--- config.mk ---
export PLATFORM = sky130hd
export DESIGN_NAME = stable_min_priority_queue
export DESIGN_NICKNAME = d
export VERILOG_FILES = /design/src/sv/smpq_pkg.sv /design/src/sv/stable_min_priority_queue.sv /design/src/sv/smpq_ctrl.sv /design/src/sv/smpq_dp.sv
export SDC_FILE = /design/constraint.sdc
export NUM_CORES = 1
export LEC_CHECK = 0
export BUFFER_PORTS_ARGS = -buffer_cell sky130_fd_sc_hd__buf_2
export CAP_MARGIN = 20
export CELL_PAD_IN_SITES_DETAIL_PLACEMENT = 1
export CELL_PAD_IN_SITES_GLOBAL_PLACEMENT = 1
export CORE_MARGIN = 2
export CORE_UTILIZATION = 50
export CTS_CLUSTER_DIAMETER = 80
export CTS_CLUSTER_SIZE = 12
export DETAILED_ROUTE_END_ITERATION = 8
export PLACE_DENSITY_LB_ADDON = 0.15
export SLEW_MARGIN = 40
export SYNTH_ARGS = -nofsm -noshare
export SYNTH_HDL_FRONTEND = slang
export SYNTH_SLANG_ARGS = --single-unit
--- constraint.sdc ---
create_clock -name i_clk -period 8.15 [get_ports i_clk]
set_input_delay 1.63 -clock i_clk [delete_from_list [all_inputs] [get_ports i_clk]]
set_output_delay 1.63 -clock i_clk [all_outputs]
set_load 0.03 [all_outputs]
--- src/sv/smpq_pkg.sv ---
package smpq_pkg;

    localparam int QUEUE_DEPTH_DEF = 16;
    localparam int PRIO_BITS_DEF   = 8;
    localparam int HANDLE_BITS     = 4;

    typedef enum logic [1:0] {
        OP_INSERT   = 2'd0,
        OP_DELETE   = 2'd1,
        OP_DEL_MIN  = 2'd2,
        OP_PICK_MIN = 2'd3
    } t_op;

    typedef enum logic [1:0] {
        ST_OK        = 2'd0,
        ST_EMPTY     = 2'd1,
        ST_FULL      = 2'd2,
        ST_NOT_FOUND = 2'd3
    } t_status;

    typedef struct packed {
        logic load;
        logic exec;
    } t_cmd;

endpackage

--- src/sv/stable_min_priority_queue.sv ---
// channel   direction  handshake                    payload
// command   in         start high, busy low         i_op, i_handle, i_prio
// result    out        o_result_strobe, one cycle   o_status, o_out_valid,
//                                                   o_out_handle, o_out_prio
//
// Each operation is accepted in S_IDLE, then executed in S_EXEC, in which all
// slots compare against the key in parallel and the sorted table shifts.
// The result strobe comes in the cycle after execute; busy is low then, so a
// new command may be accepted in that same cycle. Sync reset empties the queue.
// The receiver cannot stall; results are never held.
module stable_min_priority_queue
    import smpq_pkg::*;
#(
    parameter int QUEUE_DEPTH = QUEUE_DEPTH_DEF,
    parameter int PRIO_BITS   = PRIO_BITS_DEF
) (
    input  logic                   i_clk,
    input  logic                   i_rst_n,
    input  logic                   start,
    output logic                   busy,
    input  logic [1:0]             i_op,
    input  logic [HANDLE_BITS-1:0] i_handle,
    input  logic [PRIO_BITS-1:0]   i_prio,
    output logic                   o_result_strobe,
    output logic [1:0]             o_status,
    output logic                   o_out_valid,
    output logic [HANDLE_BITS-1:0] o_out_handle,
    output logic [PRIO_BITS-1:0]   o_out_prio
);

    t_cmd cmd;

    smpq_ctrl u_ctrl (
        .i_clk           (i_clk),
        .i_rst_n         (i_rst_n),
        .start           (start),
        .busy            (busy),
        .o_result_strobe (o_result_strobe),
        .o_cmd           (cmd)
    );

    smpq_dp #(
        .QUEUE_DEPTH (QUEUE_DEPTH),
        .PRIO_BITS   (PRIO_BITS)
    ) u_dp (
        .i_clk        (i_clk),
        .i_rst_n      (i_rst_n),
        .i_cmd        (cmd),
        .i_op         (i_op),
        .i_handle     (i_handle),
        .i_prio       (i_prio),
        .o_status     (o_status),
        .o_out_valid  (o_out_valid),
        .o_out_handle (o_out_handle),
        .o_out_prio   (o_out_prio)
    );

endmodule

--- src/sv/smpq_ctrl.sv ---
module smpq_ctrl
    import smpq_pkg::*;
(
    input  logic i_clk,
    input  logic i_rst_n,
    input  logic start,
    output logic busy,
    output logic o_result_strobe,
    output t_cmd o_cmd
);

    typedef enum logic {
        S_IDLE,
        S_EXEC
    } t_state;

    t_state r_state;
    t_state n_state;
    logic   r_strobe;
    logic   n_strobe;

    always_comb begin
        n_state  = r_state;
        n_strobe = 1'b0;
        case (r_state)
            S_IDLE: begin
                if (start) begin
                    n_state = S_EXEC;
                end
            end
            S_EXEC: begin
                n_state  = S_IDLE;
                n_strobe = 1'b1;
            end
            default: begin
                n_state = S_IDLE;
            end
        endcase
    end

    always_ff @(posedge i_clk) begin
        if (!i_rst_n) begin
            r_state  <= S_IDLE;
            r_strobe <= 1'b0;
        end else begin
            r_state  <= n_state;
            r_strobe <= n_strobe;
        end
    end

    assign busy            = (r_state == S_EXEC);
    assign o_result_strobe = r_strobe;
    assign o_cmd.load      = start && (r_state == S_IDLE);
    assign o_cmd.exec      = (r_state == S_EXEC);

endmodule

--- src/sv/smpq_dp.sv ---
module smpq_dp
    import smpq_pkg::*;
#(
    parameter int QUEUE_DEPTH = QUEUE_DEPTH_DEF,
    parameter int PRIO_BITS   = PRIO_BITS_DEF
) (
    input  logic                   i_clk,
    input  logic                   i_rst_n,
    input  t_cmd                   i_cmd,
    input  logic [1:0]             i_op,
    input  logic [HANDLE_BITS-1:0] i_handle,
    input  logic [PRIO_BITS-1:0]   i_prio,
    output logic [1:0]             o_status,
    output logic                   o_out_valid,
    output logic [HANDLE_BITS-1:0] o_out_handle,
    output logic [PRIO_BITS-1:0]   o_out_prio
);

    localparam int D      = QUEUE_DEPTH;
    localparam int LEVELS = $clog2(D);

    t_op                    r_op;
    logic [HANDLE_BITS-1:0] r_key_handle;
    logic [PRIO_BITS-1:0]   r_key_prio;

    logic [D-1:0]           r_valid;
    logic [HANDLE_BITS-1:0] r_handle [D];
    logic [PRIO_BITS-1:0]   r_prio   [D];

    logic [1:0]             r_status;
    logic                   r_out_valid;
    logic [HANDLE_BITS-1:0] r_out_handle;
    logic [PRIO_BITS-1:0]   r_out_prio;

    logic [D-1:0] le;
    logic [D-1:0] hit;
    logic [D-1:0] pre [LEVELS+1];
    logic         empty;
    logic         full;
    logic         found;
    logic         do_ins;
    logic         do_rem;
    t_status      n_status;
    logic         n_out_valid;

    always_ff @(posedge i_clk) begin
        if (i_cmd.load) begin
            r_op         <= t_op'(i_op);
            r_key_handle <= i_handle;
            r_key_prio   <= i_prio;
        end
    end

    always_comb begin
        for (int i = 0; i < D; i++) begin
            le[i] = r_valid[i] && (r_prio[i] <= r_key_prio);
            if (r_op == OP_DELETE) begin
                hit[i] = r_valid[i] && (r_handle[i] == r_key_handle);
            end else begin
                hit[i] = (i == 0) && r_valid[i];
            end
        end
    end

    // parallel prefix OR: pre[LEVELS][i] is set at and after the first hit
    always_comb begin
        pre[0] = hit;
        for (int k = 0; k < LEVELS; k++) begin
            pre[k+1] = pre[k];
            for (int i = 0; i < D; i++) begin
                if (i >= (1 << k)) begin
                    pre[k+1][i] = pre[k][i] | pre[k][i-(1<<k)];
                end
            end
        end
    end

    always_comb begin
        empty       = !r_valid[0];
        full        = r_valid[D-1];
        found       = pre[LEVELS][D-1];
        do_ins      = 1'b0;
        do_rem      = 1'b0;
        n_out_valid = 1'b0;
        n_status    = ST_OK;
        case (r_op)
            OP_INSERT: begin
                if (full) begin
                    n_status = ST_FULL;
                end else begin
                    do_ins = 1'b1;
                end
            end
            OP_DELETE: begin
                if (empty) begin
                    n_status = ST_EMPTY;
                end else if (!found) begin
                    n_status = ST_NOT_FOUND;
                end else begin
                    do_rem = 1'b1;
                end
            end
            OP_DEL_MIN: begin
                if (empty) begin
                    n_status = ST_EMPTY;
                end else begin
                    do_rem      = 1'b1;
                    n_out_valid = 1'b1;
                end
            end
            OP_PICK_MIN: begin
                if (empty) begin
                    n_status = ST_EMPTY;
                end else begin
                    n_out_valid = 1'b1;
                end
            end
            default: begin
                n_status = ST_OK;
            end
        endcase
    end

    always_ff @(posedge i_clk) begin
        if (i_cmd.exec) begin
            r_status    <= n_status;
            r_out_valid <= n_out_valid;
            if (n_out_valid) begin
                r_out_handle <= r_handle[0];
                r_out_prio   <= r_prio[0];
            end else begin
                r_out_handle <= '0;
                r_out_prio   <= '0;
            end
        end
    end

    for (genvar g = 0; g < D; g++) begin : g_slot
        localparam int PREV = (g == 0) ? 0 : g - 1;
        localparam int NEXT = (g == D - 1) ? g : g + 1;
        localparam bit FIRST = (g == 0);
        localparam bit LAST  = (g == D - 1);

        always_ff @(posedge i_clk) begin
            if (!i_rst_n) begin
                r_valid[g] <= 1'b0;
            end else if (i_cmd.exec) begin
                if (do_ins) begin
                    r_valid[g] <= r_valid[g] | (FIRST ? 1'b1 : r_valid[PREV]);
                end else if (do_rem) begin
                    r_valid[g] <= LAST ? 1'b0 : r_valid[NEXT];
                end
            end
        end

        always_ff @(posedge i_clk) begin
            if (i_cmd.exec) begin
                if (do_ins) begin
                    if (!FIRST && !le[PREV]) begin
                        r_handle[g] <= r_handle[PREV];
                        r_prio[g]   <= r_prio[PREV];
                    end else if (!le[g]) begin
                        r_handle[g] <= r_key_handle;
                        r_prio[g]   <= r_key_prio;
                    end
                end else if (do_rem && !LAST && pre[LEVELS][g]) begin
                    r_handle[g] <= r_handle[NEXT];
                    r_prio[g]   <= r_prio[NEXT];
                end
            end
        end
    end

    assign o_status     = r_status;
    assign o_out_valid  = r_out_valid;
    assign o_out_handle = r_out_handle;
    assign o_out_prio   = r_out_prio;

endmodule

Word-level counts from Yosys, hierarchy flattened

Memory sizes are Yosys's and may differ from the RTL's.
Index checks and enable logic that the tools add are counted.

Div/mod/pow operators: 0
Shift-type cells: 0
Bitwise gates (word level): 125
Magnitude comparators: 16
Add/subtract/negate cells: 0
Equal/unequal tests: 19
Muxes and demuxes: 304
Multiply operators: 0
Reduce and logical (&&, ||, !) cells: 52

Operators with widths:

| cell                                                                  | count |
|---|---|
| 8-bit 2-to-1 mux                                                      | 30 |
| 1-bit 2-to-1 mux                                                      | 238 |
| 8-bit less-or-equal comparator                                        | 16 |
| 1-bit OR                                                              | 124 |
| 4-bit 2-to-1 mux                                                      | 30 |
| 4-bit equality test                                                   | 16 |
| 1-bit logical AND                                                     | 48 |
| 2-bit 2-to-1 mux                                                      | 3 |
| 2-bit case mux with 3 select lines                                    | 1 |
| 2-bit equality test, second input constant                            | 2 |
| 1-bit case mux with 2 select lines                                    | 2 |
| 2-bit by 1-bit equality test with 1-bit output, second input constant | 1 |
| 2-bit logical NOT                                                     | 1 |
| 2-bit AND reduction                                                   | 1 |
| 2-bit nonzero test                                                    | 1 |
| 2-bit OR reduction                                                    | 1 |
| 1-bit inverter                                                        | 1 |

Bits in registers: 47
Bits in latches: 0
Memories: 2
ROM bits: 0
Bits of input ports: 17
Output and inout port bits: 17
Word-level logic and storage cells: 543
RAM bits: 192

Memories:

| name          | depth | bits a word | rd ports | clocked after memory_dff | wr ports | line          | source |
|---|---|---|---|---|---|---|---|
| u_dp.r_prio   | 16    | 8           | 16       | 0                        | 16       | smpq_dp.sv:28 | `logic [PRIO_BITS-1:0] r_prio [D];` |
| u_dp.r_handle | 16    | 4           | 16       | 0                        | 16       | smpq_dp.sv:27 | `logic [HANDLE_BITS-1:0] r_handle [D];` |

Longest topological paths before layout

An unclocked memory read counts as a cell.

Depth after elaboration: 17
Mapped depth: 14
Depth with buffers taken out: 10

By module

A second synthesis with hierarchy kept.

Cells, all modules: 1456
Area total of the unflattened synthesis: 15387.3 µm²

By module, submodules not included:

| module    | sequential area each (µm²) | cells an instance | area each (µm²) | instances |
|---|---|---|---|---|
| smpq_dp   | 6956.7                     | 1450              | 15313.4         | 1 |
| smpq_ctrl | 40.0                       | 6                 | 73.8            | 1 |

Worst setup path after synthesis

OpenSTA, ideal clock, no wires.

Path kind: flip-flop to flip-flop
From: register u_dp.r_key_prio[1]
To: memory u_dp.r_prio[1][3] (netlist name), data pin
Data required time: 7.890 ns
Library setup time: 0.260 ns
Stages on the path, launching flop included: 14
Arrival time: 3.393 ns
Clock period less this slack: 3.653 ns
Slack: 4.497 ns
Buffers on the path: 3
Cells stage by stage: edfxtp_1 clkbuf_1 clkinv_1 ha_1 nor2b_1 o21ai_0 a21oi_1 o21bai_1 a21oi_1 or4_1 clkbuf_1 clkbuf_1 mux2_1 mux2_2

RTL lines:

| item                     | line          | source |
|---|---|---|
| start: declaration       | smpq_dp.sv:24 | `logic [PRIO_BITS-1:0] r_key_prio;` |
| start signal: assignment | smpq_dp.sv:50 | `r_key_prio <= i_prio;` |
| end: declaration         | smpq_dp.sv:28 |  |

==> flow_summary_export.csv <==
group,metric,value,unit
detailed_routing,routedWlPerCell,27.1,um
critical_path,cp.required,8.26,ns
finish,regArea,7000,um^2
sta,skew,0.0181,ns
finish,nFillCells,3284,
placed_design,gp_congestion,0.831,
critical_path,reg2reg_slack,3.18,ns
finish,drive_gt1_frac,0.265,
logic_synthesis,ys_ff_latch,239,
clocking,cts_hold_buf,0,
placed_design,hpwl,35.1,mm
logic_synthesis,synthFlopType,"edfxtp_1",
sta,layout_setup_ws,3.18,ns
logic_synthesis,syn_avg_cell_area,11.6,um^2
sta,worst_pin_slew,0.830,ns
placed_design,dp_cells,1767,
die,fp.dieW,183,um
detailed_routing,dr.pass1.iters,5,
power_and_ir_drop,p_leak,0.00665,uW
die,fp.coreArea,31600,um^2
sta,rsz0062_at_grt,"false",
logic_synthesis,ys_seq_area_frac,0.436,
detailed_routing,wirelength,49.1,mm
finish,final_core_util,0.549,
finish,finalNetCount,1533,
logic_synthesis,synthCells,1381,
worst_hold_path,hold_end,"u_dp.r_prio[1][54]",
finish,area_growth,8.09,%
worst_hold_path,min_from,"u_dp.r_prio[1][62]",
sta,slew_headroom,0.443,
finish,antennaDiodeCount,0,
placed_design,dp_slack,3.26,ns
detailed_routing,via_per_inst,6.39,
sta,hold_viol,0,
global_routing,overflow,0,
die,design.die.area,33600,um^2
global_routing,track_usage,0.292,
sta,fmax,201,MHz
die,row_count,65,
critical_path,worst_r2r_endpoint,"u_dp.r_prio[1][32]",
logic_synthesis,yosys_warnings,0,
critical_path,r2r_start,"u_dp.r_key_handle[1]",
clocking,h-tree-depth,1,
sta,layout_worst_path_cycle_share,0.610,
global_routing,grt_pass1_vias,12200,
power_and_ir_drop,total_power,2790,uW
clocking,clk_pin_slew,0.07,ns
critical_path,crit_type,"reg2reg",
clocking,cts-root-buf,"clkbuf_16",
logic_synthesis,synth_edf_count,221,
worst_hold_path,hold_depth,1,
sta,setup_viol,0,
critical_path,rr_worst_depth,9,
finish,multiInputGateArea,8570,um^2
critical_path,critPathMaxStageDelay,0.77,ns
die,die_h,183,um
logic_synthesis,synth.net_count,1523,
power_and_ir_drop,power_density,160,nW/um^2
detailed_routing,vias,11600,
logic_synthesis,async_reset_ff_frac,0,
detailed_routing,remaining_drc_errors,0,
clocking,cts-root-to-sink-buffers,3,
detailed_routing,drt_iter0_drc,858,
critical_path,arrival,5.08,ns
critical_path,crit_fanout,27,
die,ioPinCount,34,
placed_design,portBuffers,33,
sta,maxSlewViolCount,0,
worst_hold_path,hold_class,"reg2reg",
clocking,cts_sinks,239,
critical_path,worst_setup_path_start_kind,"register",
global_routing,antenna_found_initial,1,
logic_synthesis,syn_area,16100,um^2
clocking,cts_tree,"yes",
die,initial_utilization,0.508,
sta,fin_crit,4.97,ns
critical_path,slowest_stage,"a221o_1",
power_and_ir_drop,vdd_drop_max,0.145,mV
critical_path,cp_cell_sequence,"buf_4, inv_1, a2111oi_0, a22oi_1, and4_4, and4_1, a21bo_2, a221o_1, nand3_1",
global_routing,grt_pass1_wl,74.9,mm
outcome,status,"complete, no violations",
clocking,post-cts-setup-buffers,0,
clocking,cts_buffers,24,
sta,finalSetupTns,0,ns
logic_synthesis,synth.distinct_cells,67,
critical_path,crit_path_end_kind,"register",
detailed_routing,ant_nets,0,
finish,stdcell_count,1811,
clocking,post_cts_resized,0,
job,maxCapViolations,0,
global_routing,grt_max_degree,33,
clocking,clk_latency,0.54,ns
-- report_power, final --
part           internal (uW)  switching [uW]
clock network            588             493
registers               1380            46.6
logic                    107             175
total                   2070             715
-- worst max-delay path: cells and delay by family (launching register included) --
family,cells,cell delay [ns]
buffers and inverters,2,0.67
AOI/OAI and AO/OA,4,2.05
and+or+nand+nor,3,1.42
DFF,1,0.37
-- flip-flops by register name (all words and copies together), names as in the netlist, 2 cells and up --
register / count
u_dp.r_valid: 15
u_dp.o_out_prio: 8
u_dp.r_key_prio: 8
u_dp.r_handle: 64
u_dp.o_status: 2
u_dp.r_key_handle: 4
u_dp.r_op: 2
u_dp.r_prio: 128
u_dp.o_out_handle: 4
-- cell families (layout without fill, tap and decap cells) --
kind of cell,Yosys count,count (layout),share of synthesized area
AO/OA/AOI/OAI,307,307,0.120
buffers and inverters,129,157,0.0356
XOR/XNOR,55,55,0.0300
multiplexers,289,289,0.202
flip-flops,239,239,0.436
adder cells (fa/ha/maj),125,125,0.0974
AND/OR/NAND/NOR,237,237,0.0798
-- synthesized netlist by cell type, drive strengths merged, types with 27 or more instances --
library cell	n	area [um^2]
a21oi	58	290
nor2b	27	169
mux2i	55	551
xor2	42	368
buf	30	200
clkbuf	54	203
nand2	34	128
inv	37	139
mux2	234	2700
ha	125	1560
edfxtp	221	6640
o21ai	151	756
nor2	37	139
-- routing by layer --
| metal | GRT usage | part of all wire | vias up |
|---|---|---|---|
| met2 | 0.508 | 0.50 | 277 |
| met3 | 0.0328 | 0.042 | 95 |
| met4 | 0.0867 | 0.029 | 2 |
| met5 | 0 | 0.00037 | - |
| met1 | 0.385 | 0.43 | 5950 |
| li1 | - | - | 5254 |
-- worst max path at each step --
| stage | from | slack [ns] | cells after the start | to |
|---|---|---|---|---|
| 2_1_floorplan | u_dp.r_key_prio[1] | 4.50 | 13 | u_dp.r_prio[1][3] |
| 3_5_place_dp | u_dp.r_key_handle[1] | 3.26 | 9 | u_dp.r_prio[1][39] |
| 3_3_place_gp | u_dp.r_op[1] | 3.34 | 9 | u_dp.r_prio[1][32] |
| 4_1_cts | u_dp.r_key_handle[1] | 3.19 | 9 | u_dp.r_handle[12][1] |
| 5_1_grt | u_dp.r_key_handle[1] | 2.83 | 9 | u_dp.r_handle[2][2] |
| 6_report | u_dp.r_key_handle[1] | 3.18 | 9 | u_dp.r_prio[1][32] |
-- per-stage QoR --
stage               hold WS (ns)  cell area (um^2)
global placement           0.530             16500
CTS                        0.559             17400
finish                     0.552             17400
detailed placement         0.540             16600
floorplan                  0.525             16100
global route               0.573             17400
-- layout by cell type, fill, tap and decap left out, types with 10 or more instances in the layout --
cell type	n
edfxtp_1	221
mux2_2	216
o21ai_0	150
ha_1	124
a21oi_1	58
mux2i_1	55
xor2_1	42
buf_2	42
nor2_1	36
inv_1	35
nand2_1	34
nor3_1	26
nand4_1	26
nor2b_1	26
buf_4	26
nand3_1	25
clkbuf_16	25
dfxtp_1	18
mux2_4	16
a21o_1	15
clkbuf_1	15
and2_1	14
xnor2_1	13
nand2b_1	13
o221a_2	13
o211ai_1	11
o21bai_1	10
-- final cells by class --
cell class                 instances  area share
timing repair buffer              68      0.0233
clock buffer                      42      0.0409
multi-input combinational       1013       0.493
tap                              402      0.0290
inverter                          45     0.00973
clock inverter                     2    0.000721
sequential                       239       0.403
(Power assumes the default switching activity.)
